## src/rtl/utf8_to_utf16_decoder_top_assert.svh

```systemverilog
// Assertion macros shared by the UTF-8 to UTF-16 decoder RTL.
// Expects clk and rst_n in the scope of each use.
`ifndef UTF8_TO_UTF16_DECODER_TOP_ASSERT_SVH
`define UTF8_TO_UTF16_DECODER_TOP_ASSERT_SVH

// Same-cycle implication, checked out of reset.
`define UTD_ASSERT_NOW(lbl, ante, cons, msg) \
  lbl: assert property (@(posedge clk) disable iff (!rst_n) (ante) |-> (cons)) \
    else $error(msg);

// Next-cycle implication, checked out of reset.
`define UTD_ASSERT_NEXT(lbl, ante, cons, msg) \
  lbl: assert property (@(posedge clk) disable iff (!rst_n) (ante) |=> (cons)) \
    else $error(msg);

`endif

```

## src/rtl/utd_pkg.sv

```systemverilog
// Shared types and constants for the UTF-8 to UTF-16 decoder.
// No dependencies.
package utd_pkg;

  localparam int UTD_QUEUE_DEPTH = 4;

  localparam logic [7:0]  UTD_ASCII_LIMIT  = 8'h80;
  localparam logic [20:0] UTD_MIN_2BYTE    = 21'h000080;
  localparam logic [20:0] UTD_MIN_3BYTE    = 21'h000800;
  localparam logic [20:0] UTD_MIN_4BYTE    = 21'h010000;
  localparam logic [20:0] UTD_MAX_CP       = 21'h10FFFF;
  localparam logic [20:0] UTD_SURR_FIRST   = 21'h00D800;
  localparam logic [20:0] UTD_SURR_LAST    = 21'h00DFFF;
  localparam logic [20:0] UTD_BMP_MAX      = 21'h00FFFF;
  localparam logic [20:0] UTD_NARROW_MAX   = 21'h0000FF;
  localparam logic [15:0] UTD_HI_SURR_BASE = 16'hD800;
  localparam logic [15:0] UTD_LO_SURR_BASE = 16'hDC00;
  localparam logic [9:0]  UTD_LO_MASK      = 10'h3FF;

  localparam logic [1:0] UTD_SEQ_NONE = 2'd0;
  localparam logic [1:0] UTD_SEQ_TWO  = 2'd1;
  localparam logic [1:0] UTD_SEQ_THREE = 2'd2;
  localparam logic [1:0] UTD_SEQ_FOUR = 2'd3;

  // One decoded code point, or an invalid string end, on its way to the back end.
  typedef struct packed {
    logic [20:0] cp;
    logic        fin;
    logic        bad;
    logic        narrow;
  } utd_entry_t;

endpackage

```

## src/rtl/utd_front.sv

```systemverilog
// Front end: validates UTF-8 bytes and assembles code points.
// Depends on utd_pkg.
`include "utf8_to_utf16_decoder_top_assert.svh"

module utd_front
  import utd_pkg::*;
(
  input  logic       clk,
  input  logic       rst_n,
  input  logic       accept,
  input  logic [7:0] in_byte,
  input  logic       in_string_end,
  output logic       wr_en,
  output utd_entry_t wr_entry
);

  logic [1:0]  pend_r, pend_nxt;
  logic [1:0]  seq_r, seq_nxt;
  logic [20:0] part_r, part_nxt;
  logic        err_r, err_nxt;
  logic        narrow_r, narrow_nxt;

  logic        err;
  logic        emit;
  logic [20:0] cp_out;
  logic [20:0] part_cat;
  logic [20:0] min_cp;
  logic        narrow_upd;

  assign part_cat = {part_r[14:0], in_byte[5:0]};

  always_comb begin
    unique case (seq_r)
      UTD_SEQ_TWO:   min_cp = UTD_MIN_2BYTE;
      UTD_SEQ_THREE: min_cp = UTD_MIN_3BYTE;
      default:       min_cp = UTD_MIN_4BYTE;
    endcase
  end

  always_comb begin
    err        = err_r;
    emit       = 1'b0;
    cp_out     = '0;
    pend_nxt   = pend_r;
    seq_nxt    = seq_r;
    part_nxt   = part_r;
    err_nxt    = err_r;
    narrow_nxt = narrow_r;
    wr_en      = 1'b0;
    wr_entry   = '0;

    if (!err_r) begin
      if (pend_r == 2'd0) begin
        if (in_byte < UTD_ASCII_LIMIT) begin
          emit   = 1'b1;
          cp_out = {13'd0, in_byte};
        end else if (in_byte[7:5] == 3'b110) begin
          seq_nxt  = UTD_SEQ_TWO;
          pend_nxt = 2'd1;
          part_nxt = {16'd0, in_byte[4:0]};
        end else if (in_byte[7:4] == 4'b1110) begin
          seq_nxt  = UTD_SEQ_THREE;
          pend_nxt = 2'd2;
          part_nxt = {17'd0, in_byte[3:0]};
        end else if (in_byte[7:3] == 5'b11110) begin
          seq_nxt  = UTD_SEQ_FOUR;
          pend_nxt = 2'd3;
          part_nxt = {18'd0, in_byte[2:0]};
        end else begin
          err = 1'b1;
        end
      end else if (in_byte[7:6] != 2'b10) begin
        err = 1'b1;
      end else begin
        pend_nxt = pend_r - 2'd1;
        part_nxt = part_cat;
        if (pend_nxt == 2'd0) begin
          if (part_cat < min_cp || part_cat > UTD_MAX_CP ||
              (part_cat >= UTD_SURR_FIRST && part_cat <= UTD_SURR_LAST)) begin
            err = 1'b1;
          end else begin
            emit   = 1'b1;
            cp_out = part_cat;
          end
          seq_nxt  = UTD_SEQ_NONE;
          part_nxt = '0;
        end
      end
      if (!err && in_string_end && pend_nxt != 2'd0) begin
        err = 1'b1;
      end
    end

    narrow_upd = narrow_r & ~(emit & (cp_out > UTD_NARROW_MAX));

    if (err) begin
      pend_nxt = 2'd0;
      seq_nxt  = UTD_SEQ_NONE;
      part_nxt = '0;
      if (in_string_end) begin
        wr_en        = 1'b1;
        wr_entry.fin = 1'b1;
        wr_entry.bad = 1'b1;
        err_nxt      = 1'b0;
        narrow_nxt   = 1'b1;
      end else begin
        err_nxt = 1'b1;
      end
    end else begin
      wr_en           = emit;
      wr_entry.cp     = cp_out;
      wr_entry.fin    = in_string_end;
      wr_entry.narrow = in_string_end & narrow_upd;
      narrow_nxt      = in_string_end ? 1'b1 : narrow_upd;
    end

    if (!accept) begin
      wr_en = 1'b0;
    end
  end

  always_ff @(posedge clk) begin
    if (!rst_n) begin
      pend_r   <= 2'd0;
      seq_r    <= UTD_SEQ_NONE;
      part_r   <= '0;
      err_r    <= 1'b0;
      narrow_r <= 1'b1;
    end else if (accept) begin
      pend_r   <= pend_nxt;
      seq_r    <= seq_nxt;
      part_r   <= part_nxt;
      err_r    <= err_nxt;
      narrow_r <= narrow_nxt;
    end
  end

  `UTD_ASSERT_NEXT(a_end_clears, accept && in_string_end,
                   !err_r && pend_r == 2'd0 && narrow_r, "string end left state behind")
  `UTD_ASSERT_NOW(a_idle_seq, pend_r == 2'd0, part_r == '0 && seq_r == UTD_SEQ_NONE,
                  "partial code held with no pending bytes")

endmodule

```

## src/rtl/utd_fifo.sv

```systemverilog
// Flop-based queue of decoded entries between front and back end.
// Depends on utd_pkg.
`include "utf8_to_utf16_decoder_top_assert.svh"

module utd_fifo
  import utd_pkg::*;
#(
  parameter int DEPTH = UTD_QUEUE_DEPTH
) (
  input  logic       clk,
  input  logic       rst_n,
  input  logic       wr_en,
  input  utd_entry_t wr_entry,
  input  logic       rd_en,
  output utd_entry_t rd_entry,
  output logic       full,
  output logic       empty
);

  localparam int AW = (DEPTH > 1) ? $clog2(DEPTH) : 1;
  localparam int CW = $clog2(DEPTH + 1);

  utd_entry_t    mem_r [DEPTH];
  logic [AW-1:0] wptr_r, rptr_r;
  logic [CW-1:0] count_r;

  function automatic logic [AW-1:0] wrap_inc(input logic [AW-1:0] p);
    return (p == AW'(DEPTH - 1)) ? '0 : p + AW'(1);
  endfunction

  assign full     = (count_r == CW'(DEPTH));
  assign empty    = (count_r == '0);
  assign rd_entry = mem_r[rptr_r];

  always_ff @(posedge clk) begin
    if (wr_en) begin
      mem_r[wptr_r] <= wr_entry;
    end
  end

  always_ff @(posedge clk) begin
    if (!rst_n) begin
      wptr_r  <= '0;
      rptr_r  <= '0;
      count_r <= '0;
    end else begin
      if (wr_en) begin
        wptr_r <= wrap_inc(wptr_r);
      end
      if (rd_en) begin
        rptr_r <= wrap_inc(rptr_r);
      end
      if (wr_en && !rd_en) begin
        count_r <= count_r + CW'(1);
      end else if (rd_en && !wr_en) begin
        count_r <= count_r - CW'(1);
      end
    end
  end

  `UTD_ASSERT_NOW(a_no_overflow, wr_en, !full, "write into full queue")
  `UTD_ASSERT_NOW(a_no_underflow, rd_en, !empty, "read from empty queue")

endmodule

```

## src/rtl/utd_back.sv

```systemverilog
// Back end: turns queued code points into UTF-16 result beats.
// Depends on utd_pkg.
`include "utf8_to_utf16_decoder_top_assert.svh"

module utd_back
  import utd_pkg::*;
(
  input  logic        clk,
  input  logic        rst_n,
  input  utd_entry_t  head,
  input  logic        head_valid,
  output logic        rd_en,
  input  logic        out_pop,
  output logic        out_empty,
  output logic [15:0] out_code_unit,
  output logic        out_final_unit,
  output logic        out_invalid,
  output logic        out_all_narrow
);

  logic        phase_r;
  logic        pair;
  logic [20:0] offs;
  logic [15:0] hi_unit, lo_unit;
  logic        beat;

  assign pair    = !head.bad && (head.cp > UTD_BMP_MAX);
  assign offs    = head.cp - UTD_MIN_4BYTE;
  assign hi_unit = UTD_HI_SURR_BASE + {6'd0, offs[19:10]};
  assign lo_unit = UTD_LO_SURR_BASE + {6'd0, offs[9:0] & UTD_LO_MASK};

  assign out_empty = !head_valid;
  assign beat      = out_pop && head_valid;
  assign rd_en     = beat && (!pair || phase_r);

  always_comb begin
    if (pair && !phase_r) begin
      out_code_unit  = hi_unit;
      out_final_unit = 1'b0;
      out_invalid    = 1'b0;
      out_all_narrow = 1'b0;
    end else begin
      out_code_unit  = pair ? lo_unit : head.cp[15:0];
      out_final_unit = head.fin;
      out_invalid    = head.bad;
      out_all_narrow = head.narrow;
    end
  end

  always_ff @(posedge clk) begin
    if (!rst_n) begin
      phase_r <= 1'b0;
    end else if (beat) begin
      phase_r <= pair && !phase_r;
    end
  end

  `UTD_ASSERT_NOW(a_phase_pair, phase_r, head_valid && pair,
                  "second half pending without a pair at the head")

endmodule

```

## src/rtl/utf8_to_utf16_decoder_top.sv

```systemverilog
// UTF-8 to UTF-16 decoder, top level.
// Depends on utd_pkg, utd_front, utd_fifo and utd_back.
//
// Usage:
//   Input side is a queue write port: drive in_byte and in_string_end,
//   raise in_push; the beat is taken on a clock edge with in_full low.
//   Output side is a queue read port: while out_empty is low the oldest
//   result sits on out_code_unit, out_final_unit, out_invalid and
//   out_all_narrow; raise out_pop to take it.
//   A byte is validated in the cycle it is taken and its code point is
//   queued; the first result can be popped on the next cycle.
//   One byte is taken per cycle while in_full is low; a code point above
//   0xFFFF gives two result beats. Rate is set by the output port: one
//   result beat per cycle while out_empty is low and out_pop is high.
//   When the receiver stalls, up to DEPTH decoded entries wait in the
//   queue; then in_full rises and input beats hold off.
//   Synchronous reset clears the queue and the string state; no results
//   are pending after reset and the next byte starts a new string.
module utf8_to_utf16_decoder_top
  import utd_pkg::*;
#(
  parameter int DEPTH = UTD_QUEUE_DEPTH
) (
  input  logic        clk,
  input  logic        rst_n,
  input  logic        in_push,
  output logic        in_full,
  input  logic [7:0]  in_byte,
  input  logic        in_string_end,
  output logic        out_empty,
  input  logic        out_pop,
  output logic [15:0] out_code_unit,
  output logic        out_final_unit,
  output logic        out_invalid,
  output logic        out_all_narrow
);

  logic       accept;
  logic       wr_en;
  logic       rd_en;
  logic       q_empty;
  utd_entry_t wr_entry;
  utd_entry_t head;

  assign accept = in_push && !in_full;

  utd_front u_front (
    .clk           (clk),
    .rst_n         (rst_n),
    .accept        (accept),
    .in_byte       (in_byte),
    .in_string_end (in_string_end),
    .wr_en         (wr_en),
    .wr_entry      (wr_entry)
  );

  utd_fifo #(
    .DEPTH (DEPTH)
  ) u_fifo (
    .clk      (clk),
    .rst_n    (rst_n),
    .wr_en    (wr_en),
    .wr_entry (wr_entry),
    .rd_en    (rd_en),
    .rd_entry (head),
    .full     (in_full),
    .empty    (q_empty)
  );

  utd_back u_back (
    .clk            (clk),
    .rst_n          (rst_n),
    .head           (head),
    .head_valid     (!q_empty),
    .rd_en          (rd_en),
    .out_pop        (out_pop),
    .out_empty      (out_empty),
    .out_code_unit  (out_code_unit),
    .out_final_unit (out_final_unit),
    .out_invalid    (out_invalid),
    .out_all_narrow (out_all_narrow)
  );

endmodule

```

## config.mk

```make
export PLATFORM = sky130hd
export DESIGN_NAME = utf8_to_utf16_decoder_top
export DESIGN_NICKNAME = d
export VERILOG_FILES = /design/src/rtl/utd_pkg.sv /design/src/rtl/utd_front.sv /design/src/rtl/utd_fifo.sv /design/src/rtl/utd_back.sv /design/src/rtl/utf8_to_utf16_decoder_top.sv
export VERILOG_INCLUDE_DIRS = /design/src /design/src/rtl
export SDC_FILE = /design/constraint.sdc
export NUM_CORES = 1
export LEC_CHECK = 0
export ABC_CLOCK_PERIOD_IN_PS = 4700
export BUFFER_PORTS_ARGS = -buffer_cell sky130_fd_sc_hd__buf_2
export CAP_MARGIN = 20
export CORE_MARGIN = 5
export CORE_UTILIZATION = 50
export CTS_CLUSTER_SIZE = 24
export DETAILED_ROUTE_END_ITERATION = 16
export PLACE_DENSITY_LB_ADDON = 0.25
export RECOVER_POWER = 50
export SLEW_MARGIN = 20
export SYNTH_ARGS = -nofsm -noshare
export SYNTH_HDL_FRONTEND = slang
export SYNTH_SLANG_ARGS = --single-unit
```

## constraint.sdc

```tcl
create_clock -name clk -period 4.7 [get_ports clk]
set_input_delay 0.705 -clock clk [delete_from_list [all_inputs] [get_ports clk]]
set_output_delay 0.705 -clock clk [all_outputs]
set_load 0.02 [all_outputs]
```

* After elaboration in Yosys (flattened, before gate mapping)
Memories as Yosys holds them, arrays and structs flattened. A register that Yosys moved wholly into a read port is not among the register bits.
Index checks and enable logic that the tools add are counted.
** Storage, ports and cells
- Register bits :: 29
- Memory bits (writable) :: 96
- Logic and storage cells :: 151
- Memories :: 1
** Cells by class
- Add/sub/neg operators :: 8
- Magnitude comparators :: 7
- Equal/unequal tests :: 14
- Multiplexer cells :: 76
- Bitwise logic cells :: 4
- Reduce and logical (&&, ||, !) cells :: 32
** Memories
- u_fifo.mem_r :: depth 4, bits a word 24, read ports 1, clocked after memory_dff 1, wr ports 1, RTL line utd_fifo.sv:23 : utd_entry_t mem_r [DEPTH];
** Operator list (number)
- $mux 15 :: 9
- $mux 21 :: 6
- $mux 2 :: 23
- $pmux 17 s2 :: 1
- $add 15x11->16 const A :: 2
- $mux 1 :: 32
- $mux 16 :: 2
- $ge 21x16->1 const B :: 1
- $gt 21x16->1 const B :: 1
- $gt 21x21->1 const B :: 1
- $gt 21x8->1 const B :: 1
- $le 21x16->1 const B :: 1
- $lt 21x17->1 :: 1
- $sub 20x17->20 const B :: 1
- $logic_and 1x1->1 :: 10
- $logic_not 1->1 :: 8
- $lt 8x8->1 const B :: 1
- $mux 8 :: 1
- $eq 2x2->1 const B :: 3
- $eq 3x3->1 const B :: 2
- $mux 3 :: 2
- $ne 2x2->1 const B :: 3
- $reduce_and 2->1 :: 3
- $reduce_and 6->1 :: 1
- 18 further kinds :: 25

* Longest topological paths before layout
- Depth after elaboration :: 21
- Mapped depth :: 15
- Gate-level depth less buffers :: 15

* Cells and area by module
A second synthesis with hierarchy kept.
** Unflattened totals
- Cells, all modules :: 376
- Area total of the unflattened synthesis :: 5745.5 sq um
** Modules (own cells, without submodules)
- utd_fifo :: instances 1, cells an instance 170, area an instance 3961.3 sq um
- utd_front :: instances 1, cells an instance 156, area an instance 1373.8 sq um
- utd_back :: instances 1, cells an instance 48, area an instance 392.9 sq um
- utf8_to_utf16_decoder_top :: instances 1, cells an instance 2, area an instance 17.5 sq um

* Worst setup path before layout
OpenSTA, ideal clock, no wires.
- Path kind :: input to register
- Start :: in in_byte[6]
- End :: reg u_fifo.count_r[2]
- Arrival time :: 3.718 ns
- Data required time :: 4.630 ns
- Setup slack :: 0.912 ns
- Stages :: 13
- Path buffers :: 1
- Cells stage by stage :: buf_2 or3b_1 a21oi_1 o22ai_1 o21bai_4 a221oi_4 mux2i_2 ha_1 inv_1 fa_1 xor2_1 or3_1 a21oi_1
** On the way
- Longest elaborated chain between the ends :: 17
- Elaborated cells between the ends (all ways) :: 36
- Those cells by class :: order compare: 1; eq/ne: 4; mux: 23; reduce/logical: 8
** RTL lines
- start: declaration :: RTL line utf8_to_utf16_decoder_top.sv:28 : input logic [7:0] in_byte,
- $eq 5x5->1 :: RTL line utd_front.sv:65 : end else if (in_byte[7:3] == 5'b11110) begin
- $mux 1 :: RTL line utd_front.sv:65
- $mux 1 :: RTL line utd_front.sv:61 : end else if (in_byte[7:4] == 4'b1110) begin
- $mux 1 :: RTL line utd_front.sv:57 : end else if (in_byte[7:5] == 3'b110) begin
- $mux 1 :: RTL line utd_front.sv:54 : if (in_byte < UTD_ASCII_LIMIT) begin
- $mux 1 :: RTL line utd_front.sv:53 : if (pend_r == 2'd0) begin
- $mux 1 :: RTL line utd_front.sv:52 : if (!err_r) begin
- $logic_not 1->1 :: RTL line utd_front.sv:89 : if (!err && in_string_end && pend_nxt != 2'd0) begin
- $logic_and 1x1->1 (2 in a row) :: RTL line utd_front.sv:89
- $mux 1 :: RTL line utd_front.sv:89
- $mux 1 :: RTL line utd_front.sv:52
- $mux 1 (*) :: RTL line utd_front.sv:96 : if (err) begin
- $mux 1 (*) :: RTL line utd_front.sv:117 : if (!accept) begin
- via u_fifo.wr_en :: RTL line utd_fifo.sv:12 : input logic wr_en,
- $logic_not 1->1 :: RTL line utd_fifo.sv:55 : end else if (rd_en && !wr_en) begin
- $logic_and 1x1->1 :: RTL line utd_fifo.sv:55
- $reduce_bool 2->1 (no line)
- end signal: assignment :: RTL line utd_fifo.sv:54 : count_r <= count_r + CW'(1);
- end signal: assignment :: RTL line utd_fifo.sv:56 : count_r <= count_r - CW'(1);
- end: declaration :: RTL line utd_fifo.sv:25 : logic [CW-1:0] count_r;
Mark *: on every way through the listed nets, which the timed path passes. The rest lies on a longest branch. The select of a mux whose other input is x is not followed.
A chain may end at the register's enable or synchronous reset.

==> results by stage <==
Worst setup path:
- The type of element capturing the critical path is a primary output.
- For the worst setup path, the data required time is 3990 ps.
- The worst setup path is of the flop to primary output kind.
- The data arrival time of the critical path is about 3500 ps.
- The critical-path maximum fanout is 16.
- The worst setup path is launched from a flop.

Synthesis:
- The fraction of post-synthesis cell area in the top cell type by area is 0.488.
- The synthesized design contains 96 enable-type register cells.
- The post-synthesis instance total is 420.
- The number of nets in the synthesized netlist is 448.
- The share of async-settable or async-resettable flops after synthesis is 0.
- Among all flip-flop cells after synthesis, the most frequent one is sky130_fd_sc_hd__edfxtp_1.
- The total standard cell area after synthesis is 5900 um^2.
- The commonest cells after synthesis are sky130_fd_sc_hd__edfxtp_1 (96), sky130_fd_sc_hd__nand2_1 (40), sky130_fd_sc_hd__dfxtp_1 (31).
- A synthesized cell averages 14.1 um^2.
- Among all cell types in the netlist, the one instantiated most often is sky130_fd_sc_hd__edfxtp_1.
- The flop and latch count out of synthesis is between 100 and 150.
- The library cell occupying the most area in the post-synthesis netlist is sky130_fd_sc_hd__edfxtp_1.
- Of the synthesized area, sequential elements account for 0.594.
- The count of yosys warnings during synthesis is 0.
- The number of distinct library cells after synthesis is 55.
- By area the synthesized netlist is led by sky130_fd_sc_hd__edfxtp_1 (49%), sky130_fd_sc_hd__dfxtp_1 (11%), sky130_fd_sc_hd__mux4_2 (7.6%), sky130_fd_sc_hd__mux2i_1 (3.6%), sky130_fd_sc_hd__ha_1 (3.0%).

Routing:
- The number of DRC violations after detailed routing is 0.
- In this run, the number of DRC markers left after iteration 0 of detailed routing was 235.
- Before antenna repair, the detailed router went through 5 iterations.
- The number of nets still failing antenna checks after routing is 0.
- Using the TritonRoute via totals, the vias-per-cell ratio works out to 5.79.
- For this block, the via count after detailed routing is 3,558.
- In the final routed layout, each cell accounts on average for 19.8 um.
- The total wirelength of the detailed-routed design is 12,200 um.

Die:
- The floorplan step defined a die boundary enclosing between 10,000 and 15,000 um^2.
- After floorplanning, the core was sized to cover 11,500 um^2.
- The die width is 119 um.
- The floorplan has 39 rows.
- For this configuration, the core starts out at a cell density of 0.512.
- Pin placement for this block handled 34 I/O pins.
- From bottom edge to top edge, the die measures 119 um.

GRT:
- The first global-routing pass estimated a little under 20,000 um of wire.
- The total overflow reported by the global router is 0.
- The via count of the first global-routing pass is 3,579.
- The initial antenna violation count came to 0.
- Entering global routing, the biggest net connects 30 pins.
- For this run, the total global-route usage over all layers was measured as 0.181.

STA:
- The pin slew with the least headroom to its limit is ~1100 ps.
- The final number of setup-violating endpoints is 0.
- For the finished layout, the period the worst path requires is 4200 ps.
- In this run the tightest slew margin relative to its limit is 0.254.
- The post-route clock skew is 9.40 ps.
- The portion of the clock cycle consumed by the worst path in the final layout is 0.895.
- Timing would allow up to 238 MHz.
- The total negative slack for setup checks is 0 ps.
- Setup repair after global routing left no endpoint under its margin.
- The number of max-slew violations in the final report came to 0.
- After layout, the worst setup slack is 496 ps.
- The number of hold-slack violations in the final timing report came to 0.

Run status:
- The flow ran to the end, and the final reports show no timing, DRC or antenna violations.

Power and ir drop:
- In this run the static leakage power is 2.43 nW.
- The worst-case vdd ir drop is 0.277 mV.
- The switching fraction of total power is 0.298.
- The combinational share of power is 0.266.
- The internal power consumption is roughly 2.6 mW.
- Of the total power, registers draw 0.368.
- Dividing total power by cell area gives a power density of 543 nW/um^2.
- Summed over all nets, the switching power comes to 1.09 mW.
- The share of total power dissipated in the clock network is 0.366.

Placement:
- The count of input and output buffers is 33.
- At the placement stage, the worst setup path has a slack of slightly below 800 ps.
- The routability-driven placement congestion ratio is 0.788.
- After detailed placement, the design holds a cell count of 583.
- The wire-length estimate of the detail-placed layout is around 8000 um.
- Once placement finished, the instance area stood at 6170 um^2.

Clocking:
- The H-tree generated during clock tree synthesis spans 4 levels.
- The tree is rooted in a sky130_fd_sc_hd__clkbuf_16.
- The number of sinks handled by clock tree synthesis is approximately 130.
- The clock latency of the later-clocked register in the worst-skew pair is 410 ps.
- The TritonCTS clock tree is done.
- The post-CTS setup repair buffer count is 0.
- The maximum buffer depth of the clock tree is 2.
- The register clock-pin slew on the reported worst setup and hold paths is 60 ps.
- The number of instances resized during post-cts repair is 0.
- After clock tree synthesis, the flow added hold-fix buffers numbering 0.
- The clock buffer count from CTS is 17.

Job:
- Across the run, the number of max-cap violations was 0.

Cells and area:
- The area of all sequential standard cells is roughly 3500 um^2.
- The area of the multi-input gates is about 2200 um^2.
- The layout-stage area growth over the synthesis result is 14.4%.
- For this run, the number of standard cells in the final layout without fillers is ~620.
- In the final design database the tool counted 487 nets.
- 0 antenna diodes ended up in the layout.
- The share of post-route cells with drive strength above 1 is 0.227.
- The fill cell instance count of the final layout is 897.
- The finished cells cover approximately 6800 um^2.

Worst hold path:
- The path class of the lowest-slack min-delay path is flop to flop.
-- cells by family (layout without fill, tap and decap cells) --
kind of cell / Yosys count / in the layout / synth area share
and+or+nand+nor: 141 / 141 / 0.127
xor gates and xnor gates: 4 / 4 / 0.00594
buffers and inverters: 37 / 89 / 0.0333
DFF: 127 / 127 / 0.594
muxes: 53 / 53 / 0.149
adders and majority gates: 15 / 15 / 0.0331
AOI/OAI and AO/OA: 43 / 43 / 0.0577
-- layout by cell type, fill, tap and decap left out, drive strengths merged, types with 14 or more instances in the layout --
cell	synthesis	routed
inv	15	17
dfxtp	31	31
mux4	24	24
mux2i	22	22
buf	11	38
nand3	17	17
ha	14	14
nand2	40	40
clkbuf	11	23
edfxtp	96	96
and3	15	15
-- power by group through the flow --
| stage | clock (mW) | combinational [mW] | sequential (mW) |
|---|---|---|---|
| 2_1_floorplan | 0 | 0.774 | 1.36 |
| 5_1_grt | 1.42 | 1.06 | 1.36 |
| 3_3_place_gp | 0 | 0.980 | 1.36 |
| 3_5_place_dp | 0 | 0.993 | 1.37 |
| 4_1_cts | 1.36 | 1.00 | 1.35 |
| 6_report | 1.34 | 0.973 | 1.35 |
-- area by class of cell --
cell class	instances	area share
Clock inverter	13	0.0239
Timing Repair Buffer	42	0.0333
Tap cell	143	0.0265
Sequential cell	127	0.519
Clock buffer	19	0.0671
Inverter	15	0.00834
Multi-Input combinational cell	256	0.322
-- metal layers --
| layer | track usage | vias to the layer above | routed length, um |
|---|---|---|---|
| met5 | 0 | - | 0 |
| met4 | 0.0688 | 0 | 135 |
| met3 | 0.0306 | 12 | 551 |
| met2 | 0.294 | 88 | 6090 |
| met1 | 0.245 | 1779 | 5390 |
| li1 | - | 1679 | - |
-- per-stage QoR --
step           total power, mW  hold WS (ps)   util
2_1_floorplan             2.13           445      -
3_3_place_gp              2.34           462  0.536
3_5_place_dp              2.36           471  0.536
4_1_cts                   3.71           479  0.589
5_1_grt                   3.83           496  0.586
6_report                  3.66           474  0.586
-- sequential cells by signal (all words and copies together) (netlist names), named ones only --
register and cells:
u_back.phase_r 1, u_fifo.count_r 3, u_fifo.mem_r 96, u_fifo.rptr_r 2, u_fifo.wptr_r 2, u_front.err_r 1, u_front.narrow_r 1, u_front.part_r 15
u_front.pend_r 2, u_front.seq_r 2
-- path summary, 6_finish.rpt --
kind                                       start                             end  slack [ps]  depth (start not counted)
hold / removal    u_front.pend_r[1]$_SDFFE_PN0P_  u_front.pend_r[1]$_SDFFE_PN0P_         470                          2
setup reg to reg  u_front.pend_r[0]$_SDFFE_PN0P_  u_fifo.count_r[2]$_SDFFE_PN0P_         670                         14
setup / recovery                            flop                out_code_unit[2]         500                          9
hold reg to reg   u_front.pend_r[1]$_SDFFE_PN0P_  u_front.pend_r[1]$_SDFFE_PN0P_         470                          2
-- worst max-delay path, cell delays in order, from the launching register on --
cell,delay (ps)
sky130_fd_sc_hd__dfxtp_1,330
sky130_fd_sc_hd__buf_4,310
sky130_fd_sc_hd__mux4_1,360
sky130_fd_sc_hd__nand4_1,130
sky130_fd_sc_hd__nor4_1,490
sky130_fd_sc_hd__mux2i_1,500
sky130_fd_sc_hd__or3_1,210
sky130_fd_sc_hd__buf_4,270
sky130_fd_sc_hd__mux2_4,320
sky130_fd_sc_hd__buf_2,160
Power figures use the tool's default switching activity.
